File: config.mk
export PLATFORM = sky130hd
export DESIGN_NAME = weight_ordered_pattern_generator
export DESIGN_NICKNAME = d
export VERILOG_FILES = /design/src/sv/wopg_pkg.sv /design/src/sv/wopg_step.sv /design/src/sv/weight_ordered_pattern_generator.sv
export SDC_FILE = /design/constraint.sdc
export NUM_CORES = 1
export LEC_CHECK = 0
export ABC_CLOCK_PERIOD_IN_PS = 22700
export BUFFER_PORTS_ARGS = -buffer_cell sky130_fd_sc_hd__buf_2
export CAP_MARGIN = 20
export CORE_ASPECT_RATIO = 0.5
export CORE_MARGIN = 10
export CORE_UTILIZATION = 40
export CTS_CLUSTER_SIZE = 28
export DETAILED_ROUTE_END_ITERATION = 7
export SKIP_CTS_REPAIR_TIMING = 1
export SLEW_MARGIN = 15
export SYNTH_ARGS = -nofsm -noshare
export SYNTH_HDL_FRONTEND = slang
export SYNTH_SLANG_ARGS = --single-unit
File: constraint.sdc
create_clock -name clk -period 22.7 [get_ports clk]
set_clock_uncertainty 0.2 [all_clocks]
set_input_delay 3.405 -clock clk [delete_from_list [all_inputs] [get_ports clk]]
set_output_delay 3.405 -clock clk [all_outputs]
set_load 0.05 [all_outputs]
File: src/sv/wopg_pkg.sv
`default_nettype none

package wopg_pkg;

  localparam int MAX_BITS = 32;
  localparam int WEIGHT_W = 6;
  localparam int CFG_W    = 6;
  localparam int CMD_W    = 2;
  localparam int CFG_IDX_W = 2;

  // Stream packing
  localparam int IN_TDATA_W   = 32;
  localparam int IN_TUSER_W   = CMD_W;
  localparam int OUT_TDATA_W  = 40;
  localparam int OUT_TUSER_W  = 1;
  localparam int OUT_WEIGHT_LO = MAX_BITS;

  localparam logic [CFG_W-1:0] LENGTH_RESET = CFG_W'(8);
  localparam logic [CFG_W-1:0] MIN_W_RESET  = CFG_W'(0);
  localparam logic [CFG_W-1:0] MAX_W_RESET  = CFG_W'(8);

  typedef enum logic [CMD_W-1:0] {
    CMD_ADVANCE = 2'd0,
    CMD_LOAD    = 2'd1,
    CMD_RESTART = 2'd2
  } cmd_t;

  typedef enum logic [CFG_IDX_W-1:0] {
    CFG_LENGTH = 2'd0,
    CFG_MIN_W  = 2'd1,
    CFG_MAX_W  = 2'd2
  } cfg_idx_t;

  typedef struct packed {
    logic [CFG_W-1:0] length;
    logic [CFG_W-1:0] min_w;
    logic [CFG_W-1:0] max_w;
  } cfg_t;

  typedef struct packed {
    logic [MAX_BITS-1:0] pattern;
    logic [WEIGHT_W-1:0] weight;
    logic [MAX_BITS-1:0] last;
    logic                before_first;
  } gen_state_t;

  typedef struct packed {
    logic                advanced;
    logic [WEIGHT_W-1:0] weight;
    logic [MAX_BITS-1:0] pattern;
  } result_t;

  // w low bits set; w at or above MAX_BITS gives all ones
  function automatic logic [MAX_BITS-1:0] low_ones(input logic [WEIGHT_W-1:0] w);
    logic [MAX_BITS:0] m;
    m = ~({(MAX_BITS+1){1'b1}} << w);
    return m[MAX_BITS-1:0];
  endfunction

  function automatic logic [MAX_BITS-1:0] top_aligned(input logic [WEIGHT_W-1:0] len,
                                                      input logic [WEIGHT_W-1:0] w);
    logic [MAX_BITS-1:0] r;
    if (w == '0 || w > len) begin
      r = '0;
    end else begin
      r = low_ones(w) << (len - w);
    end
    return r;
  endfunction

  function automatic logic [WEIGHT_W-1:0] popcount(input logic [MAX_BITS-1:0] v);
    logic [WEIGHT_W-1:0] n;
    n = '0;
    for (int i = 0; i < MAX_BITS; i++) begin
      n = n + WEIGHT_W'(v[i]);
    end
    return n;
  endfunction

  // position of the single set bit of a one-hot word
  function automatic logic [$clog2(MAX_BITS)-1:0] onehot_index(input logic [MAX_BITS-1:0] c);
    logic [$clog2(MAX_BITS)-1:0] n;
    n = '0;
    for (int i = 0; i < MAX_BITS; i++) begin
      if (c[i]) n = n | ($clog2(MAX_BITS))'(i);
    end
    return n;
  endfunction

endpackage

`default_nettype wire

File: src/sv/wopg_step.sv
`default_nettype none

module wopg_step (
  input  wire wopg_pkg::cfg_t                      cfg,
  input  wire wopg_pkg::gen_state_t                state,
  input  wire logic [wopg_pkg::CMD_W-1:0]          command,
  input  wire logic [wopg_pkg::MAX_BITS-1:0]       load_pattern,
  output wopg_pkg::gen_state_t                     state_next,
  output wopg_pkg::result_t                        res
);
  import wopg_pkg::*;

  logic [WEIGHT_W-1:0] eff_len;
  logic [WEIGHT_W-1:0] eff_max;
  logic [WEIGHT_W-1:0] start_w;
  logic [MAX_BITS-1:0] low_bit;
  logic [MAX_BITS-1:0] sum;
  logic [MAX_BITS-1:0] gosper;
  logic [MAX_BITS-1:0] masked;
  logic [WEIGHT_W-1:0] load_w;
  logic                adv;

  always_comb begin
    if (cfg.length == '0) begin
      eff_len = WEIGHT_W'(1);
    end else if (cfg.length > WEIGHT_W'(MAX_BITS)) begin
      eff_len = WEIGHT_W'(MAX_BITS);
    end else begin
      eff_len = cfg.length;
    end
    eff_max = (cfg.max_w > eff_len) ? eff_len : cfg.max_w;
  end

  // next combination of the same weight
  always_comb begin
    low_bit = state.pattern & (~state.pattern + MAX_BITS'(1));
    sum     = state.pattern + low_bit;
    if (low_bit == '0) begin
      gosper = '0;
    end else begin
      gosper = (((sum ^ state.pattern) >> 2) >> onehot_index(low_bit)) | sum;
    end
  end

  assign masked = load_pattern & low_ones(eff_len);
  assign load_w = popcount(masked);

  always_comb begin
    state_next = state;
    adv        = 1'b0;
    start_w    = state.before_first ? cfg.min_w : state.weight + WEIGHT_W'(1);
    unique case (cmd_t'(command))
      CMD_ADVANCE: begin
        if (state.before_first ? (cfg.min_w <= eff_max) : 1'b0) begin
          adv = 1'b1;
        end else if (!state.before_first && state.pattern < state.last) begin
          state_next.pattern = gosper;
          adv = 1'b1;
        end else if (!state.before_first && state.weight < eff_max) begin
          adv = 1'b1;
        end
        if (adv && (state.before_first || state.pattern >= state.last)) begin
          state_next.weight       = start_w;
          state_next.pattern      = low_ones(start_w);
          state_next.last         = top_aligned(eff_len, start_w);
          state_next.before_first = 1'b0;
        end
      end
      CMD_LOAD: begin
        state_next.pattern      = masked;
        state_next.weight       = load_w;
        state_next.last         = top_aligned(eff_len, load_w);
        state_next.before_first = 1'b0;
        adv = 1'b1;
      end
      CMD_RESTART: begin
        state_next.pattern      = '0;
        state_next.weight       = '0;
        state_next.last         = '0;
        state_next.before_first = 1'b1;
      end
      default: begin
      end
    endcase
  end

  assign res.pattern  = state_next.pattern;
  assign res.weight   = state_next.weight;
  assign res.advanced = adv;

endmodule

`default_nettype wire

File: src/sv/weight_ordered_pattern_generator.sv
// Weight-ordered pattern generator.
// Walks every pattern of pattern_length bits in order of rising popcount,
// from the lowest to the highest configured weight, stepping by the
// next-combination rule inside one weight.
// Input stream (s_*): s_tuser carries the command (advance, load, restart),
// s_tdata the pattern used by a load. Every accepted beat yields exactly one
// output beat on m_*: pattern and weight in m_tdata, the advanced flag in
// m_tuser (low when the range is exhausted, on restart or an unused command).
// Configuration: cfg_valid/cfg_index/cfg_data write pattern_length,
// the lowest or the highest weight; cfg_ready is always high. Write only while idle.
// The result beat is registered. Throughput: one beat per cycle while s_tready is
// high, set by the combinational update of the generator state (isolate low bit,
// add, shift by its index, compare against the last pattern).
// Stall: a two-entry output buffer (output register plus skid register)
// takes one more beat while the receiver stalls, then s_tready drops until
// the receiver takes a beat.
// Reset (rst, synchronous): registers return to length 8, weights 0..8, the
// generator sits before the first pattern, and both buffers are emptied.
`default_nettype none

module weight_ordered_pattern_generator (
  input  wire logic                                clk,
  input  wire logic                                rst,
  // slave stream
  input  wire logic                                s_tvalid,
  output logic                                     s_tready,
  input  wire logic [wopg_pkg::IN_TDATA_W-1:0]     s_tdata,   // [31:0] load_pattern
  input  wire logic [wopg_pkg::IN_TUSER_W-1:0]     s_tuser,   // [1:0] command
  // master stream
  output logic                                     m_tvalid,
  input  wire logic                                m_tready,
  output logic [wopg_pkg::OUT_TDATA_W-1:0]         m_tdata,   // [31:0] pattern, [37:32] weight
  output logic [wopg_pkg::OUT_TUSER_W-1:0]         m_tuser,   // [0] advanced
  // configuration write
  input  wire logic                                cfg_valid,
  output logic                                     cfg_ready,
  input  wire logic [wopg_pkg::CFG_IDX_W-1:0]      cfg_index,
  input  wire logic [wopg_pkg::CFG_W-1:0]          cfg_data
);
  import wopg_pkg::*;

  cfg_t       cfg;
  gen_state_t state;
  gen_state_t state_next;
  result_t    res;
  result_t    out_res;
  result_t    skid_res;
  logic       out_valid;
  logic       skid_valid;
  logic       accept;

  assign cfg_ready = 1'b1;
  assign s_tready  = !skid_valid;
  assign accept    = s_tvalid && s_tready;

  // register writes
  always_ff @(posedge clk) begin
    if (rst) begin
      cfg.length <= LENGTH_RESET;
      cfg.min_w  <= MIN_W_RESET;
      cfg.max_w  <= MAX_W_RESET;
    end else if (cfg_valid && cfg_ready) begin
      unique case (cfg_idx_t'(cfg_index))
        CFG_LENGTH: cfg.length <= cfg_data;
        CFG_MIN_W:  cfg.min_w  <= cfg_data;
        CFG_MAX_W:  cfg.max_w  <= cfg_data;
        default: begin
        end
      endcase
    end
  end

  wopg_step u_step (
    .cfg          (cfg),
    .state        (state),
    .command      (s_tuser),
    .load_pattern (s_tdata[MAX_BITS-1:0]),
    .state_next   (state_next),
    .res          (res)
  );

  // advance the generator state on every accepted beat
  always_ff @(posedge clk) begin
    if (rst) begin
      state.pattern      <= '0;
      state.weight       <= '0;
      state.last         <= '0;
      state.before_first <= 1'b1;
    end else if (accept) begin
      state <= state_next;
    end
  end

  // output register with skid: drain skid first, park a new beat in skid on stall
  always_ff @(posedge clk) begin
    if (rst) begin
      out_valid  <= 1'b0;
      skid_valid <= 1'b0;
    end else if (!out_valid || m_tready) begin
      if (skid_valid) begin
        out_valid  <= 1'b1;
        skid_valid <= 1'b0;
      end else begin
        out_valid  <= accept;
      end
    end else if (accept) begin
      skid_valid <= 1'b1;
    end
  end

  always_ff @(posedge clk) begin
    if (!out_valid || m_tready) begin
      if (skid_valid) begin
        out_res <= skid_res;
      end else if (accept) begin
        out_res <= res;
      end
    end else if (accept) begin
      skid_res <= res;
    end
  end

  assign m_tvalid = out_valid;
  assign m_tdata  = {(OUT_TDATA_W - MAX_BITS - WEIGHT_W)'(0), out_res.weight, out_res.pattern};
  assign m_tuser  = out_res.advanced;

endmodule

`default_nettype wire

==> flow_summary_export.csv <==
group,metric,value,unit
setup_path,startpoint_type,"input port",
sta,min_period_over_period,0.5226,
cells_and_area,layout-drive-gt1-share,0.1069,
die,die_width,327.6,µm
setup_path,critPathMaxFanout,16,
placed_design,dp_hpwl,68380,µm
cells_and_area,footprint_of_the_multi_input_gates,13540,µm²
die,core-area,46800,µm²
setup_path,rr_startpoint,"cfg[14]",
routing,ant_nets,0,
setup_path,rr_worst_depth,33,
setup_path,max_stage_delay,0.78,ns
cells_and_area,final_common_cell,"sky130_fd_sc_hd__nor2_1",
sta,slew_violations,0,
cells_and_area,post-route-util,0.4395,
yosys,yosys_most_used_dff,"sky130_fd_sc_hd__dfxtp_1",
global_route,wire_length_of_the_first_global_routing_pass,132900,µm
clock_tree,cts.htree.levels,4,
yosys,post_synth.cell_area_avg,7.249,µm²
min_path,whs_endpoint,"state[18]",
sta,count_of_endpoints_failing_setup_in_the_final_report,0,
placed_design,gpl.final_weighted_congestion,1.052,
clock_tree,clock_path_buffers,2,
routing,routedWlPerCell,28.11,µm
routing,vias_per_cell,6.811,
clock_tree,cts_tree,"done",
global_route,vias_in_the_first_global_route,19940,
routing,detailedRoute.firstPassIterationCount,6,
clock_tree,tritoncts.num_buffers,17,
min_path,whs_path_depth,2,
routing,finalWirelength,90810,µm
setup_path,r2r_end,"state[2]",
pwr,power.density,156.7,nW/µm²
job,timing.max_cap.violations,0,
setup_path,cp_data_arrival_time,12.03,ns
sta,report.final.hold_viol_count,0,
routing,drc,0,
die,rows,56,
die,total_i_o_pin_count,91,
sta,timing_worst_slew_pin_value,1.199,ns
sta,setup_tns,0,ns
global_route,grt-ovfl-total,0,
setup_path,timing.critical_path.required,22.87,ns
routing,dr.first_iter.drc_count,3777,
yosys,yosysUniqueCellTypes,99,
yosys,synth_seq_cells,169,
yosys,mappedNetlistArea,18920,µm²
die,starting_density,0.4042,
yosys,yosys_warnings,0,
cells_and_area,area_delta_synth_final,8.736,%
cells_and_area,layout.area.seq,4164,µm²
die,dieHeight,173.8,µm
global_route,grt_usage,0.3028,
min_path,worst_hold_startpoint,"state[18]",
setup_path,cp-end-kind,"flop",
setup_path,slowest_stage,"sky130_fd_sc_hd__or4_1",
sta,grt_setup_unrepaired,"false",
clock_tree,tritoncts_num_sinks,169,
run_status,outcome,"completed",
clock_tree,worst_skew_pair.late_latency,0.47,ns
pwr,leakagePower,7.727,nW
yosys,synth_cells,2610,
pwr,vdd_drop_max,0.1961,mV
cells_and_area,fill_cells,4954,
sta,finalWorstPathRequiredPeriod,11.86,ns
cells_and_area,layout_common_cells,"279 x sky130_fd_sc_hd__nor2_1, 267 x sky130_fd_sc_hd__nand2_1, 217 x sky130_fd_sc_hd__o21ai_0",
clock_tree,clock_tree.root_cell,"sky130_fd_sc_hd__clkbuf_16",
sta,clock.fmax,0.08429,GHz
cells_and_area,layout.cell_area.non_filler,20570,µm²
die,dieArea,56930,µm²
yosys,ys_async_sr_fraction,0,
sta,max-slew-margin-rel,0.1934,
routing,detailroute.via_count,22010,
placed_design,count_of_buffers_inserted_at_the_top_level_ports,87,
yosys,synth.yosys.seq_area_share,0.2201,
sta,final_critical_path_setup_slack,10.84,ns
cells_and_area,fin_nets,2720,
yosys,synth_edf_count,78,
setup_path,setup.worst_path.class,"input port to flop",
setup_path,crit_top_cell,"sky130_fd_sc_hd__fa_1",
placed_design,cell_area_after_placement,19920,µm²
setup_path,setup.reg_to_reg.worst_slack,11.59,ns
global_route,grt_max_degree,67,
clock_tree,cts.clk_slew.worst_paths,0.07,ns
min_path,timing.hold.worst.class,"flop to flop",
global_route,grt_antenna_before_repair,2,
placed_design,pre_cts_slack,10.47,ns
## layer usage
| layer | vias to the layer above | part of all wire | global-route usage |
|---|---|---|---|
| met1 | 10390 | 0.43 | 0.4298 |
| met3 | 258 | 0.13 | 0.08244 |
| li1 | 9733 | - | - |
| met4 | 2 | 0.044 | 0.1227 |
| met2 | 1626 | 0.40 | 0.4222 |
| met5 | - | 0.00017 | 0 |
## cells by family (layout without fill, tap and decap cells)
family                     count (synthesis)  in the layout  synth area share
adders and majority gates                100            100           0.07566
buffers and inverters                    327            308           0.06931
other                                      2              4         0.0003969
xor gates and xnor gates                  22             22           0.01018
and+or+nand+nor                          951            951            0.2409
AOI/OAI and AO/OA                        936            936            0.3268
DFF                                      169            169            0.2201
muxes                                    103            103           0.05674
## worst max path at each step
stage | startpoint | end | cells past startpoint
finish | s_tdata[1] | state[2] | 30
global placement | s_tdata[1] | state[31] | 29
CTS | s_tdata[1] | state[2] | 30
floorplan | s_tdata[1] | state[2] | 29
detailed placement | s_tdata[1] | state[2] | 30
global route | s_tdata[1] | state[2] | 30
## final cells by class
class,count,share of cell area
Multi-Input combinational cell,2115,0.6580
Sequential cell,169,0.2024
Timing Repair Buffer,166,0.05078
Tap cell,638,0.03880
Clock buffer,17,0.02068
Inverter,110,0.02007
Clock inverter,15,0.009184
Antenna cell,1,0.0001216
## cells in the mapped netlist, types with 8 or more instances
library cell | count | area (µm²)
sky130_fd_sc_hd__a22oi_1 | 34 | 255.2
sky130_fd_sc_hd__and4_1 | 8 | 70.07
sky130_fd_sc_hd__fa_1 | 26 | 520.5
sky130_fd_sc_hd__inv_1 | 105 | 394.1
sky130_fd_sc_hd__or3_1 | 26 | 162.7
sky130_fd_sc_hd__buf_2 | 34 | 170.2
sky130_fd_sc_hd__a211oi_1 | 73 | 548.0
sky130_fd_sc_hd__a21o_1 | 28 | 210.2
sky130_fd_sc_hd__o22ai_1 | 33 | 206.5
sky130_fd_sc_hd__dfxtp_1 | 91 | 1822
sky130_fd_sc_hd__o21a_1 | 21 | 157.7
sky130_fd_sc_hd__o31ai_1 | 21 | 157.7
sky130_fd_sc_hd__a211o_1 | 8 | 70.07
sky130_fd_sc_hd__a31oi_1 | 50 | 312.8
sky130_fd_sc_hd__buf_1 | 13 | 48.80
sky130_fd_sc_hd__edfxtp_1 | 78 | 2342
sky130_fd_sc_hd__o221ai_1 | 19 | 166.4
sky130_fd_sc_hd__nand3_1 | 79 | 395.4
sky130_fd_sc_hd__and3_1 | 17 | 106.4
sky130_fd_sc_hd__mux2_2 | 24 | 270.3
sky130_fd_sc_hd__nand2_1 | 267 | 1002
sky130_fd_sc_hd__o2111ai_1 | 13 | 113.9
sky130_fd_sc_hd__a311oi_1 | 16 | 140.1
sky130_fd_sc_hd__a32oi_1 | 9 | 78.83
sky130_fd_sc_hd__nor4_1 | 24 | 150.1
sky130_fd_sc_hd__mux2i_1 | 78 | 780.8
sky130_fd_sc_hd__nor2b_1 | 29 | 181.4
sky130_fd_sc_hd__or4_1 | 12 | 90.09
sky130_fd_sc_hd__xnor2_1 | 17 | 148.9
sky130_fd_sc_hd__a21boi_0 | 10 | 75.07
sky130_fd_sc_hd__a221oi_1 | 12 | 105.1
sky130_fd_sc_hd__o21ai_0 | 218 | 1091
sky130_fd_sc_hd__and2_1 | 29 | 181.4
sky130_fd_sc_hd__nor3_1 | 74 | 370.4
sky130_fd_sc_hd__o21ai_1 | 10 | 50.05
sky130_fd_sc_hd__or2_2 | 9 | 56.30
sky130_fd_sc_hd__o211ai_1 | 64 | 480.5
sky130_fd_sc_hd__clkbuf_1 | 161 | 604.3
sky130_fd_sc_hd__a2111oi_0 | 9 | 78.83
sky130_fd_sc_hd__ha_1 | 68 | 850.8
sky130_fd_sc_hd__nor2_1 | 281 | 1055
sky130_fd_sc_hd__nand4_1 | 37 | 231.5
sky130_fd_sc_hd__nand2b_1 | 21 | 131.4
sky130_fd_sc_hd__a21oi_1 | 193 | 965.9
## report_power, final
| group | internal, mW | total (mW) | switching [mW] |
|---|---|---|---|
| sequential | 0.353 | 0.374 | 0.0211 |
| clock | 0.151 | 0.308 | 0.158 |
| combinational | 0.779 | 2.54 | 1.76 |
| total | 1.28 | 3.22 | 1.94 |
## registers in the layout, summed over array words and instances, names as in the netlist
register	count
state	71
m_tdata	38
cfg	18
m_tuser	1
m_tvalid	1
skid_res	39
skid_valid	1
## critical path, delay by kind of cell
kind | cells | cell delay [ns]
xor+xnor | 2 | 0.26
buf+inv | 8 | 0.83
fa+ha+maj | 12 | 5.37
simple gates | 4 | 1.57
compound gates | 4 | 0.55
## per-stage QoR
step | cells | hold WS (ns) | total power [mW]
2_1_floorplan | 2611 | 0.2256 | 2.067
6_report | 3231 | 0.3050 | 3.223
4_1_cts | 3228 | 0.3036 | 3.113
5_1_grt | 3230 | 0.3287 | 3.418
3_3_place_gp | 3196 | 0.2909 | 2.824
3_5_place_dp | 3196 | 0.2936 | 2.795
Note: power is estimated with default switching activity, not from simulation.
